===== src/hw/rtl/jadc_pkg.sv =====
// shared types, register map and constants for the joystick axis conditioner
package jadc_pkg;

    localparam int SAMPLE_W   = 16;
    localparam int APB_ADDR_W = 5;
    localparam int DIV_NUM_W  = 28;
    localparam int DIV_CNT_W  = 5;

    // register index, taken from paddr word address
    typedef logic [2:0] t_reg_idx;
    localparam t_reg_idx REG_CENTER_POS        = 3'd0;
    localparam t_reg_idx REG_LEFT_LIMIT        = 3'd1;
    localparam t_reg_idx REG_RIGHT_LIMIT       = 3'd2;
    localparam t_reg_idx REG_NULL_HALF_WIDTH   = 3'd3;
    localparam t_reg_idx REG_CALIBRATE_ENABLE  = 3'd4;
    localparam t_reg_idx REG_JITTER_MARGIN     = 3'd5;
    localparam t_reg_idx REG_JITTER_RESISTANCE = 3'd6;
    localparam t_reg_idx REG_JITTER_ENABLE     = 3'd7;

    localparam logic [SAMPLE_W-1:0]  AXIS_CENTRE = 16'd1024;
    localparam int                   MAP_SHIFT   = 10;   // *2048 / 2
    localparam logic [DIV_CNT_W-1:0] DIV1_STEPS  = 5'd17;
    localparam logic [DIV_CNT_W-1:0] DIV2_STEPS  = 5'd28;

    typedef struct packed {
        logic [15:0] center_pos;
        logic [15:0] left_limit;
        logic [15:0] right_limit;
        logic [15:0] null_half_width;
        logic        calibrate_enable;
        logic [15:0] jitter_margin;
        logic [7:0]  jitter_resistance;
        logic        jitter_enable;
    } t_cfg;

    localparam t_cfg CFG_RESET = '{
        center_pos:        16'd32768,
        left_limit:        16'd0,
        right_limit:       16'd65535,
        null_half_width:   16'd0,
        calibrate_enable:  1'b0,
        jitter_margin:     16'd0,
        jitter_resistance: 8'd0,
        jitter_enable:     1'b0
    };

    typedef struct packed {
        logic                  start;
        logic [DIV_CNT_W-1:0]  steps;
        logic [15:0]           rem_init;
        logic [DIV_NUM_W-1:0]  num;
        logic [15:0]           divisor;
    } t_div_req;

    typedef struct packed {
        logic                  done;
        logic [DIV_NUM_W-1:0]  quot;
    } t_div_rsp;

    typedef enum logic [3:0] {
        S_IDLE,
        S_GEOM,
        S_SIDE,
        S_MUL,
        S_DIV1_GO,
        S_DIV1_WAIT,
        S_MAP,
        S_DIV2_GO,
        S_DIV2_WAIT,
        S_DONE
    } t_state;

endpackage


===== src/hw/rtl/joystick_axis_dejitter_calibrate_top.sv =====
// top level: one joystick axis conditioner with apb settings port
// calibration off passes the filtered sample on; the dead zone posts the centre value;
//   else one radix-2 divider maps it (28 steps), after a 17-step pass on the wider side
// one transaction at a time: ready only when idle, after the last result is posted
// a finished result waits in the output register while the next sample is taken
// reset: synchronous active low, settings return to defaults and hold filter state to zero
module joystick_axis_dejitter_calibrate_top (
    input  logic                            i_clk,
    input  logic                            i_rst_n,
    input  logic                            i_sample_valid,
    output logic                            o_sample_ready,
    input  logic [jadc_pkg::SAMPLE_W-1:0]   i_raw_sample,
    output logic                            o_result_valid,
    input  logic                            i_result_ready,
    output logic [jadc_pkg::SAMPLE_W-1:0]   o_axis_value,
    input  logic                            psel,
    input  logic                            penable,
    input  logic                            pwrite,
    input  logic [jadc_pkg::APB_ADDR_W-1:0] paddr,
    input  logic [31:0]                     pwdata,
    output logic [31:0]                     prdata,
    output logic                            pready
);
    import jadc_pkg::*;

    t_cfg cfg;

    jadc_cfg u_cfg (
        .i_clk   (i_clk),
        .i_rst_n (i_rst_n),
        .psel    (psel),
        .penable (penable),
        .pwrite  (pwrite),
        .paddr   (paddr),
        .pwdata  (pwdata),
        .prdata  (prdata),
        .pready  (pready),
        .o_cfg   (cfg)
    );

    jadc_core u_core (
        .i_clk        (i_clk),
        .i_rst_n      (i_rst_n),
        .i_cfg        (cfg),
        .i_valid      (i_sample_valid),
        .o_ready      (o_sample_ready),
        .i_raw_sample (i_raw_sample),
        .o_valid      (o_result_valid),
        .i_ready      (i_result_ready),
        .o_axis_value (o_axis_value)
    );

endmodule


===== src/hw/rtl/jadc_div.sv =====
// iterative restoring divider, one quotient bit per cycle
module jadc_div (
    input  logic               i_clk,
    input  logic               i_rst_n,
    input  jadc_pkg::t_div_req i_req,
    output jadc_pkg::t_div_rsp o_rsp
);
    import jadc_pkg::*;

    logic                 r_busy, n_busy;
    logic                 r_done, n_done;
    logic [DIV_CNT_W-1:0] r_cnt,  n_cnt;
    logic [15:0]          r_rem,  n_rem;
    logic [DIV_NUM_W-1:0] r_quot, n_quot;
    logic [15:0]          r_div,  n_div;
    logic [16:0]          trial;
    logic [16:0]          diff;

    always_comb begin
        trial  = {r_rem, r_quot[DIV_NUM_W-1]};
        diff   = trial - {1'b0, r_div};
        n_busy = r_busy;
        n_done = 1'b0;
        n_cnt  = r_cnt;
        n_rem  = r_rem;
        n_quot = r_quot;
        n_div  = r_div;
        if (i_req.start) begin
            // remainder starts below the divisor, so the quotient fits the step count
            n_busy = 1'b1;
            n_cnt  = i_req.steps;
            n_rem  = i_req.rem_init;
            n_quot = i_req.num;
            n_div  = i_req.divisor;
        end else if (r_busy) begin
            if (trial >= {1'b0, r_div}) begin
                n_rem  = diff[15:0];
                n_quot = {r_quot[DIV_NUM_W-2:0], 1'b1};
            end else begin
                n_rem  = trial[15:0];
                n_quot = {r_quot[DIV_NUM_W-2:0], 1'b0};
            end
            n_cnt = r_cnt - DIV_CNT_W'(1);
            if (r_cnt == DIV_CNT_W'(1)) begin
                n_busy = 1'b0;
                n_done = 1'b1;
            end
        end
    end

    always_ff @(posedge i_clk) begin
        if (!i_rst_n) begin
            r_busy <= 1'b0;
            r_done <= 1'b0;
            r_cnt  <= '0;
        end else begin
            r_busy <= n_busy;
            r_done <= n_done;
            r_cnt  <= n_cnt;
        end
    end

    always_ff @(posedge i_clk) begin
        r_rem  <= n_rem;
        r_quot <= n_quot;
        r_div  <= n_div;
    end

    assign o_rsp.done = r_done;
    assign o_rsp.quot = r_quot;

    a_start_busy: assert property (@(posedge i_clk) disable iff (!i_rst_n)
        i_req.start |=> r_busy)
        else $error("divider did not start");

    a_rem_bound: assert property (@(posedge i_clk) disable iff (!i_rst_n)
        r_busy |-> (r_rem < r_div))
        else $error("partial remainder not below divisor");

endmodule


===== src/hw/rtl/jadc_cfg.sv =====
// apb register file holding the axis settings
module jadc_cfg (
    input  logic                            i_clk,
    input  logic                            i_rst_n,
    input  logic                            psel,
    input  logic                            penable,
    input  logic                            pwrite,
    input  logic [jadc_pkg::APB_ADDR_W-1:0] paddr,
    input  logic [31:0]                     pwdata,
    output logic [31:0]                     prdata,
    output logic                            pready,
    output jadc_pkg::t_cfg                  o_cfg
);
    import jadc_pkg::*;

    t_cfg     r_cfg, n_cfg;
    t_reg_idx idx;
    logic     wr_en;

    assign pready = 1'b1;
    assign wr_en  = psel && penable && pwrite;
    assign idx    = paddr[4:2];

    always_comb begin
        n_cfg = r_cfg;
        if (wr_en) begin
            unique case (idx)
                REG_CENTER_POS:        n_cfg.center_pos        = pwdata[15:0];
                REG_LEFT_LIMIT:        n_cfg.left_limit        = pwdata[15:0];
                REG_RIGHT_LIMIT:       n_cfg.right_limit       = pwdata[15:0];
                REG_NULL_HALF_WIDTH:   n_cfg.null_half_width   = pwdata[15:0];
                REG_CALIBRATE_ENABLE:  n_cfg.calibrate_enable  = pwdata[0];
                REG_JITTER_MARGIN:     n_cfg.jitter_margin     = pwdata[15:0];
                REG_JITTER_RESISTANCE: n_cfg.jitter_resistance = pwdata[7:0];
                REG_JITTER_ENABLE:     n_cfg.jitter_enable     = pwdata[0];
                default:               n_cfg = r_cfg;
            endcase
        end
    end

    always_comb begin
        unique case (idx)
            REG_CENTER_POS:        prdata = {16'd0, r_cfg.center_pos};
            REG_LEFT_LIMIT:        prdata = {16'd0, r_cfg.left_limit};
            REG_RIGHT_LIMIT:       prdata = {16'd0, r_cfg.right_limit};
            REG_NULL_HALF_WIDTH:   prdata = {16'd0, r_cfg.null_half_width};
            REG_CALIBRATE_ENABLE:  prdata = {31'd0, r_cfg.calibrate_enable};
            REG_JITTER_MARGIN:     prdata = {16'd0, r_cfg.jitter_margin};
            REG_JITTER_RESISTANCE: prdata = {24'd0, r_cfg.jitter_resistance};
            REG_JITTER_ENABLE:     prdata = {31'd0, r_cfg.jitter_enable};
            default:               prdata = '0;
        endcase
    end

    always_ff @(posedge i_clk) begin
        if (!i_rst_n) begin
            r_cfg <= CFG_RESET;
        end else begin
            r_cfg <= n_cfg;
        end
    end

    assign o_cfg = r_cfg;

endmodule


===== src/hw/rtl/jadc_core.sv =====
// hold filter and calibration sequencer driving the shared divider
module jadc_core (
    input  logic                          i_clk,
    input  logic                          i_rst_n,
    input  jadc_pkg::t_cfg                i_cfg,
    input  logic                          i_valid,
    output logic                          o_ready,
    input  logic [jadc_pkg::SAMPLE_W-1:0] i_raw_sample,
    output logic                          o_valid,
    input  logic                          i_ready,
    output logic [jadc_pkg::SAMPLE_W-1:0] o_axis_value
);
    import jadc_pkg::*;

    t_state r_state, n_state;

    // filter state
    logic [15:0] r_held, n_held;
    logic [7:0]  r_rep,  n_rep;

    // datapath
    logic [15:0]        r_p;
    logic signed [17:0] r_lo, r_hi;
    logic [15:0]        r_w1, r_w2, r_w;
    logic               r_inzone;
    logic               r_sneg;
    logic [16:0]        r_smag;
    logic [15:0]        r_wl, r_ws;
    logic [32:0]        r_prod;
    logic               r_mneg;
    logic [17:0]        r_mmag;
    logic [15:0]        r_res;
    logic               r_ovalid, n_ovalid;
    logic [15:0]        r_oval;

    logic      accept;
    logic      out_load;
    t_div_req  div_req;
    t_div_rsp  div_rsp;

    // filter
    logic [16:0] band_lo, band_hi;
    logic        outside;
    logic [15:0] filt_p;

    // geometry
    logic signed [17:0] p_s, lo_c, hi_c;
    logic [15:0]        w1_c, w2_c;

    // side selection
    logic [15:0]        pc_a, pc;
    logic               left_c;
    logic signed [17:0] pc_s, d_c, dabs;
    logic               dneg;
    logic               scale_c;

    // mapping
    logic [17:0] ext_s, ext_w;
    logic [17:0] m_c;
    logic        mneg_c;
    logic [15:0] q16;
    logic [15:0] res_c;

    jadc_div u_div (
        .i_clk   (i_clk),
        .i_rst_n (i_rst_n),
        .i_req   (div_req),
        .o_rsp   (div_rsp)
    );

    // anti-jitter hold
    always_comb begin
        band_lo = {1'b0, i_raw_sample} + {1'b0, i_cfg.jitter_margin};
        band_hi = {1'b0, r_held} + {1'b0, i_cfg.jitter_margin};
        outside = (band_lo < {1'b0, r_held}) || ({1'b0, i_raw_sample} > band_hi);
        filt_p  = i_raw_sample;
        n_held  = r_held;
        n_rep   = r_rep;
        if (accept && i_cfg.jitter_enable) begin
            priority if (outside) begin
                n_rep  = '0;
                n_held = i_raw_sample;
            end else if (r_rep < i_cfg.jitter_resistance) begin
                n_rep  = r_rep + 8'd1;
                filt_p = r_held;
            end else begin
                n_rep  = '0;
                n_held = i_raw_sample;
            end
        end
    end

    // zone bounds and side widths, widths wrap to 16 bits
    always_comb begin
        p_s  = signed'({2'b00, r_p});
        lo_c = signed'({2'b00, i_cfg.center_pos}) - signed'({2'b00, i_cfg.null_half_width});
        hi_c = signed'({2'b00, i_cfg.center_pos}) + signed'({2'b00, i_cfg.null_half_width});
        w1_c = i_cfg.center_pos - i_cfg.null_half_width - i_cfg.left_limit;
        w2_c = i_cfg.right_limit - i_cfg.center_pos - i_cfg.null_half_width;
    end

    // clamp, right limit applied last so it wins on inverted limits
    always_comb begin
        pc_a    = (r_p < i_cfg.left_limit) ? i_cfg.left_limit : r_p;
        pc      = (pc_a > i_cfg.right_limit) ? i_cfg.right_limit : pc_a;
        left_c  = pc < i_cfg.center_pos;
        pc_s    = signed'({2'b00, pc});
        d_c     = left_c ? (r_lo - pc_s) : (pc_s - r_hi);
        dneg    = d_c[17];
        dabs    = dneg ? -d_c : d_c;
        scale_c = left_c ? (r_w1 > r_w2) : (r_w2 > r_w1);
    end

    // offset by w in sign-magnitude form
    always_comb begin
        ext_s = {1'b0, r_smag};
        ext_w = {2'b00, r_w};
        if (!r_sneg) begin
            m_c    = ext_s + ext_w;
            mneg_c = 1'b0;
        end else if (ext_s <= ext_w) begin
            m_c    = ext_w - ext_s;
            mneg_c = 1'b0;
        end else begin
            m_c    = ext_s - ext_w;
            mneg_c = 1'b1;
        end
        q16   = div_rsp.quot[15:0];
        res_c = r_mneg ? (~q16 + 16'd1) : q16;
    end

    // next state
    always_comb begin
        n_state = r_state;
        unique case (r_state)
            S_IDLE: begin
                if (i_valid) begin
                    n_state = i_cfg.calibrate_enable ? S_GEOM : S_DONE;
                end
            end
            S_GEOM: n_state = S_SIDE;
            S_SIDE: begin
                priority if (r_inzone || (r_w == 16'd0)) begin
                    n_state = S_DONE;
                end else if (scale_c) begin
                    n_state = S_MUL;
                end else begin
                    n_state = S_MAP;
                end
            end
            S_MUL:       n_state = S_DIV1_GO;
            S_DIV1_GO:   n_state = S_DIV1_WAIT;
            S_DIV1_WAIT: begin
                if (div_rsp.done) begin
                    n_state = S_MAP;
                end
            end
            S_MAP:       n_state = S_DIV2_GO;
            S_DIV2_GO:   n_state = S_DIV2_WAIT;
            S_DIV2_WAIT: begin
                if (div_rsp.done) begin
                    n_state = S_DONE;
                end
            end
            S_DONE: begin
                if (!r_ovalid || i_ready) begin
                    n_state = S_IDLE;
                end
            end
            default: n_state = S_IDLE;
        endcase
    end

    // outputs and divider requests
    always_comb begin
        o_ready          = (r_state == S_IDLE);
        out_load         = (r_state == S_DONE) && (!r_ovalid || i_ready);
        div_req.start    = (r_state == S_DIV1_GO) || (r_state == S_DIV2_GO);
        if (r_state == S_DIV2_GO) begin
            div_req.steps    = DIV2_STEPS;
            div_req.rem_init = '0;
            div_req.num      = {r_mmag, {MAP_SHIFT{1'b0}}};
            div_req.divisor  = r_w;
        end else begin
            // product is below wl * 2^17, so its top bits start the remainder
            div_req.steps    = DIV1_STEPS;
            div_req.rem_init = r_prod[32:17];
            div_req.num      = {r_prod[16:0], 11'd0};
            div_req.divisor  = r_wl;
        end
    end

    assign accept   = i_valid && o_ready;
    assign n_ovalid = out_load || (r_ovalid && !i_ready);

    always_ff @(posedge i_clk) begin
        if (!i_rst_n) begin
            r_state  <= S_IDLE;
            r_held   <= '0;
            r_rep    <= '0;
            r_ovalid <= 1'b0;
        end else begin
            r_state  <= n_state;
            r_held   <= n_held;
            r_rep    <= n_rep;
            r_ovalid <= n_ovalid;
        end
    end

    always_ff @(posedge i_clk) begin
        unique case (r_state)
            S_IDLE: begin
                if (accept) begin
                    r_p   <= filt_p;
                    r_res <= filt_p;
                end
            end
            S_GEOM: begin
                r_lo     <= lo_c;
                r_hi     <= hi_c;
                r_w1     <= w1_c;
                r_w2     <= w2_c;
                r_w      <= (w2_c > w1_c) ? w1_c : w2_c;
                r_inzone <= (p_s >= lo_c) && (p_s <= hi_c);
            end
            S_SIDE: begin
                r_res  <= AXIS_CENTRE;
                r_smag <= dabs[16:0];
                // left side is negated after scaling
                r_sneg <= left_c ? !dneg : dneg;
                r_wl   <= left_c ? r_w1 : r_w2;
                r_ws   <= left_c ? r_w2 : r_w1;
            end
            S_MUL: r_prod <= 33'(r_smag) * 33'(r_ws);
            S_DIV1_WAIT: begin
                if (div_rsp.done) begin
                    r_smag <= div_rsp.quot[16:0];
                end
            end
            S_MAP: begin
                r_mneg <= mneg_c;
                r_mmag <= m_c;
            end
            S_DIV2_WAIT: begin
                if (div_rsp.done) begin
                    r_res <= res_c;
                end
            end
            S_DONE: begin
                if (out_load) begin
                    r_oval <= r_res;
                end
            end
            default: begin
            end
        endcase
    end

    assign o_valid      = r_ovalid;
    assign o_axis_value = r_oval;

    a_busy_after_accept: assert property (@(posedge i_clk) disable iff (!i_rst_n)
        accept |=> !o_ready)
        else $error("ready high right after a transaction was taken");

    a_div_operands: assert property (@(posedge i_clk) disable iff (!i_rst_n)
        div_req.start |-> (div_req.rem_init < div_req.divisor))
        else $error("divider started with quotient overflow");

    a_div_done_state: assert property (@(posedge i_clk) disable iff (!i_rst_n)
        div_rsp.done |-> (r_state == S_DIV1_WAIT || r_state == S_DIV2_WAIT))
        else $error("divider finished while sequencer not waiting");

    a_result_posted: assert property (@(posedge i_clk) disable iff (!i_rst_n)
        (r_state == S_DONE && !r_ovalid) |=> r_ovalid)
        else $error("finished result not posted to output register");

endmodule

===== config.mk =====
export PLATFORM = sky130hd
export DESIGN_NAME = joystick_axis_dejitter_calibrate_top
export DESIGN_NICKNAME = d
export VERILOG_FILES = /design/src/hw/rtl/jadc_pkg.sv /design/src/hw/rtl/joystick_axis_dejitter_calibrate_top.sv /design/src/hw/rtl/jadc_div.sv /design/src/hw/rtl/jadc_cfg.sv /design/src/hw/rtl/jadc_core.sv
export SDC_FILE = /design/constraint.sdc
export NUM_CORES = 2
export LEC_CHECK = 0
export BUFFER_PORTS_ARGS = -buffer_cell sky130_fd_sc_hd__buf_2
export CORE_ASPECT_RATIO = 1.1
export CORE_MARGIN = 5
export CORE_UTILIZATION = 28
export DETAILED_ROUTE_END_ITERATION = 6
export GPL_TIMING_DRIVEN = 1
export SLEW_MARGIN = 30
export SYNTH_ARGS = -nofsm -noshare
export SYNTH_HDL_FRONTEND = slang
export SYNTH_HIERARCHICAL = 1
export SYNTH_SLANG_ARGS = --single-unit

===== constraint.sdc =====
create_clock -name i_clk -period 7.9 [get_ports i_clk]
set_input_delay 1.975 -clock i_clk [delete_from_list [all_inputs] [get_ports i_clk]]
set_output_delay 1.975 -clock i_clk [all_outputs]
set_load 0.005 [all_outputs]

=== Word-level counts from Yosys, hierarchy flattened ===
Cells that the tools add are included.

* Register bits after elaboration: 421
* Bits in latches: 0
* RAM bits: 0
* Memory bits (read-only): 0
* Input bits: 60
* Output and inout bits: 51
* Memories: 0

* Add/sub/neg operators: 18
* $mul: 1
* Div/mod/pow operators: 0
* Magnitude comparators: 13
* Equality and inequality tests: 22
* Shift operators: 0
* Multiplexer cells: 45
* Bitwise gates (word level): 3
* Reduce and logical (&&, ||, !) cells: 35

{| class="wikitable"
|+ Operators by type and width
! kind !! number
|-
| $pmux 32 s8 || 1
|-
| $mux 16 || 14
|-
| $sub 16x16->16 || 5
|-
| $gt 16x16->1 || 4
|-
| $mux 64 || 1
|-
| $mux 28 || 2
|-
| $mux 18 || 3
|-
| $add 16x16->17 || 3
|-
| $pmux 16 s3 || 1
|-
| $pmux 4 s10 || 1
|-
| $mux 17 || 2
|-
| $pmux 17 s2 || 1
|-
| $mul 17x16->33 || 1
|-
| $lt 16x16->1 || 2
|-
| $mux 4 || 6
|-
| $reduce_and 2->1 || 11
|-
| $add 17x16->18 || 1
|-
| $ge 17x18->1 || 1
|-
| $le 17x18->1 || 1
|-
| $sub 16x17->18 || 1
|-
| $sub 17x16->18 || 1
|-
| $sub 17x18->18 || 1
|-
| $sub 18x17->18 || 1
|-
| $ge 17x16->1 || 1
|-
| 36 further kinds || 71
|}

=== Logic depth before layout (Yosys ltp) ===
* Depth after elaboration: 9
* Mapped depth: 38
* Depth with buffers taken out: 34

=== Cells and area by module ===
The synthesis kept the hierarchy.

{| class="wikitable"
|+ By module, submodules not included
! module !! instances !! cells each !! area each (µm²) !! seq. area each (µm²)
|-
| jadc_core || 1 || 3556 || 32053.2 || 7547.2
|-
| jadc_cfg || 1 || 469 || 4356.7 || 1801.7
|-
| jadc_div || 1 || 320 || 3746.1 || 1941.9
|}

=== Least setup slack after synthesis ===
Ideal clock, no wire load.

* Path type: reg2reg
* From: register u_core.r_p[2]
* To: register u_core.r_smag[16] (data pin)
* Setup time: 0.268 ns
* Data arrival time: 7.553 ns
* Path slack: 0.079 ns
* Stages on the path, launching flop included: 37
* Cell sequence: edfxtp_1 > ha_1 > a211o_1 > a31oi_1 > or4_1 > a21oi_1 > or2_2 > clkbuf_1 > o21ai_0 > ha_1 > nand4_1 > or4_4 > a21oi_2 > nor4_1 > nor2_2 > clkbuf_1 > nor2_1 > a21oi_1 > ha_1 > a21oi_1 > nor2b_1 > o21ai_0 > nand2_1 > or2_2 > nor4_1 > o31a_1 > clkbuf_1 > buf_1 > nand2_1 > o31ai_1 > ha_1 > nand2_1 > o31a_1 > nor4b_4 > nand4_1 > mux2i_1 > o22ai_1

* Longest elaborated chain between the ends: 9
* Elaborated cells on any way between the ends: 11
* Classes of those cells: add/sub (3); order compare (3); mux (5)

{| class="wikitable"
|+ Ends and longest elaborated chain
! item !! line !! source
|-
| start: declaration || jadc_core.sv:22 || <nowiki>logic [15:0] r_p;</nowiki>
|-
| start signal: assignment || jadc_core.sv:214 || <nowiki>r_p <= filt_p;</nowiki>
|-
| $lt 16x16->1 || jadc_core.sv:104 || <nowiki>pc_a = (r_p < i_cfg.left_limit) ? i_cfg.left_limit : r_p;</nowiki>
|-
| $mux 16 * || jadc_core.sv:104 ||
|-
| $gt 16x16->1 || jadc_core.sv:105 || <nowiki>pc = (pc_a > i_cfg.right_limit) ? i_cfg.right_limit : pc_a;</nowiki>
|-
| $mux 16 * || jadc_core.sv:105 ||
|-
| $sub 17x18->18, or another cell as far along || jadc_core.sv:108 || <nowiki>d_c = left_c ? (r_lo - pc_s) : (pc_s - r_hi);</nowiki>
|-
| $mux 18 * || jadc_core.sv:108 ||
|-
| $neg 17->17 || jadc_core.sv:110 || <nowiki>dabs = dneg ? -d_c : d_c;</nowiki>
|-
| $mux 17 * || jadc_core.sv:110 ||
|-
| $pmux 17 s2 * || jadc_core.sv:211 || <nowiki>unique case (r_state)</nowiki>
|-
| end signal: assignment || jadc_core.sv:228 || <nowiki>r_smag <= dabs[16:0];</nowiki>
|-
| end signal: assignment || jadc_core.sv:237 || <nowiki>r_smag <= div_rsp.quot[16:0];</nowiki>
|-
| end: declaration || jadc_core.sv:27 || <nowiki>logic [16:0] r_smag;</nowiki>
|}

Mark *: on every way between the ends. The rest lies on a longest branch, timed or not.
A chain may end at the register's enable or synchronous reset.

=== Worst setup path in the final report ===
* From: register u_core.r_p[6]
* To: register u_core.r_smag[15] (data pin)

Same word-level chain as after synthesis.

==> results.yml <==
min_path:
  hold_class: "reg -> reg"
job:
  drv_cap: 0
final_layout:
  final_net_count: 5221
  drive_gt1_frac: 0.102
  syn_to_final_growth_pct: 12.3
  final_util: 0.317
  stdcell_count: 6397
  finish.instance_area_um2: 45100
global_routing:
  grt_pass1_vias: 31586
  antenna_found_initial: 1
  grt_use_total: 0.149
  grt_max_degree: 89
  grt_pass1_wl_um: 180000
  grt_overflow_total: 0
run_status:
  outcome: "completed"
synthesis:
  yosysWarningCount: 6
  synth_edf_count: 292
  synthFlopType: "edfxtp_1"
  syn-cell-area_um2: 40200
  ys_ff_latch: 418
  synth-seq-area-share: 0.281
  synth_cells: 4345
  ys_async_sr_fraction: 0
  syn_avg_cell_area_um2: 9.24
  synth_cell_types: 105
sta:
  finalHoldViolations: 0
  max_freq_mhz: 132
  period_share: 0.958
  min_period_ns: 7.57
  fin_worst_skew_ns: 0.0278
  setup_violations: 0
  drv_slew: 0
  tightestPinTransition_ns: 1.01
  fin_tns_setup_ns: 0
  timing.slew.headroom: 0.325
  rsz0062_at_grt: "false"
  postLayoutSetupSlackWorst_ns: 0.329
  whs_ns: 0.417
floorplan:
  die_h_um: 407
  start_util: 0.282
  coreArea_um2: 142000
  dieArea_um2: 151000
  ios: 111
  die_w_um: 371
  fp-row-count: 145
power_and_ir_drop:
  p_sw_frac: 0.458
  pwr-share-seq: 0.188
  p_leak_nw: 19.0
  p_int_mw: 10.7
  powerDensity_nw_per_um2: 437
  switching_power_mw: 9.02
  power_mw: 19.7
  ir_drop_mv: 0.570
  combPwrFrac: 0.695
  power_frac_clock: 0.117
place:
  pre_cts_ws_ns: 0.0372
  io_buffers: 75
  dp_hpwl_um: 92300
  place_area_um2: 43200
  place_inst: 6290
  gp_congestion: 0.918
drt:
  drt_first_iter_violations: 2078
  num_vias: 31366
  wl_per_cell_um: 18.1
  drcViolationCount: 0
  dr.pass1.iters: 5
  wl_um: 116000
  drt-vias-per-instance: 4.90
  ant_nets: 0
clock_network:
  ctsHtreeMaxLevel: 2
  clockBufferDepth: 3
  numCtsBuffers: 49
  cts_sinks: 418
  clk_pin_slew_ns: 0.06
  cts_root_buffer: "clkbuf_16"
  holdBufCountCts: 0
  worst_skew_pair.late_latency_ns: 0.61
  cts_tree: "built"
setup_path:
  crit_path_end_kind: "flip-flop"
  critPathMaxFanout: 11
  crit_path_max_incr_delay_ns: 0.57
  crit_slowest_cell: "o31ai_1"
  start_kind: "flip-flop"
  worstSetupPathType: "reg -> reg"
  critPathRequiredTime_ns: 8.30
  cp.arrival_ns: 7.97
==> placed cells by master (no fill, tap or decap), types with 51 or more instances in the layout <==
cell type	Yosys	routed
mux2i_1	107	107
buf_4	21	127
nand3_1	69	69
fa_1	248	248
a21o_1	73	73
mux2_2	68	68
and2_1	126	126
a21oi_1	232	220
dfxtp_1	126	125
ha_1	466	464
nor2_1	195	193
nor2b_1	57	57
clkbuf_16	0	51
buf_2	14	74
xor2_1	77	77
xnor2_1	118	118
o21ai_0	228	226
edfxtp_1	292	292
o21bai_1	55	55
nand2_1	512	512
inv_1	557	557
==> worst paths after layout <==
kind / startpoint / end / slack, ns / cells past startpoint
max: u_core/r_p[6] / u_core/r_smag[15] / 0.33 / 30
min: u_core/r_res[7] / u_core/o_axis_value[7] / 0.42 / 0
max reg2reg: u_core/r_p[6] / u_core/r_smag[15] / 0.33 / 30
min reg2reg: u_core/r_res[7] / u_core/o_axis_value[7] / 0.42 / 0
==> cells by family (layout without fill, tap and decap cells) <==
logic type               Yosys count  after routing  synth area share
AO/OA/AOI/OAI                    898            898             0.145
XOR/XNOR                         195            195            0.0425
adder cells (fa/ha/maj)          714            714             0.269
buffers and inverters            747            859            0.0734
flip-flops                       418            418             0.281
multiplexers                     179            179            0.0478
other                              4             31          0.000374
AND/OR/NAND/NOR                 1190           1192             0.141
==> power groups by stage <==
stage               Clock (mW)  Combinational (mW)  Sequential [mW]
global placement             0                13.4             3.75
global route              2.45                15.5             3.73
floorplan                    0                10.2             3.61
CTS                       2.36                13.7             3.71
finish                    2.31                13.7             3.70
detailed placement           0                13.4             3.75
==> synthesized netlist by cell type (107+ instances only) <==
master / instances / area (um2)
and2_1: 126 / 788
ha_1: 466 / 5830
edfxtp_1: 292 / 8770
o21ai_0: 228 / 1140
mux2i_1: 107 / 1070
nor2_1: 195 / 732
xnor2_1: 118 / 1030
a21oi_1: 232 / 1160
dfxtp_1: 126 / 2520
clkbuf_1: 134 / 503
inv_1: 557 / 2090
nand2_1: 512 / 1920
fa_1: 248 / 4960
==> cell type report <==
cell class | count | area, um2
fillers | 14843 | 97100
multi-input cells | 3207 | 26200
flip-flops and latches | 418 | 11300
well taps | 1911 | 2390
inverters | 560 | 2100
repair buffers | 211 | 1510
clock buffers | 61 | 1350
clock inverters | 27 | 259
diodes | 2 | 5.00
==> layer usage <==
layer  GRT usage  vias to the layer above  share of wire
met3      0.0156                      202          0.046
met5           0                        -              0
met1       0.201                    15317           0.45
met4      0.0513                        0          0.037
met2       0.250                      806           0.47
li1            -                    15041              -
==> sequential cells by signal (all words and copies together), names as in the netlist, 17 cells and up <==
signal	flops
u_core/r_hi	17
u_core/r_mmag	18
u_core/u_div/r_quot	28
u_core/r_prod	33
u_core/r_smag	17
u_cfg/o_cfg	90
==> worst max-delay path, delay by kind of cell (launching register included) <==
family                   cells  cell delay (ns)
buffers and inverters        4             0.61
AND/OR/NAND/NOR             10             2.31
flip-flops                   1             0.54
AO/OA/AOI/OAI               12             2.81
adder cells (fa/ha/maj)      3             0.96
XOR/XNOR                     1             0.11
==> what timing repair did <==
action / 4_1_cts / 5_1_grt
setup buffers: 0 / 15
resized for setup: 1 / 27
pin swaps: 0 / 11
gates cloned: 0 / 2
endpoints found under the setup margin: 1 / 18
endpoints found under the hold margin: 0 / 0
Note: power is estimated with default switching activity, not from simulation.
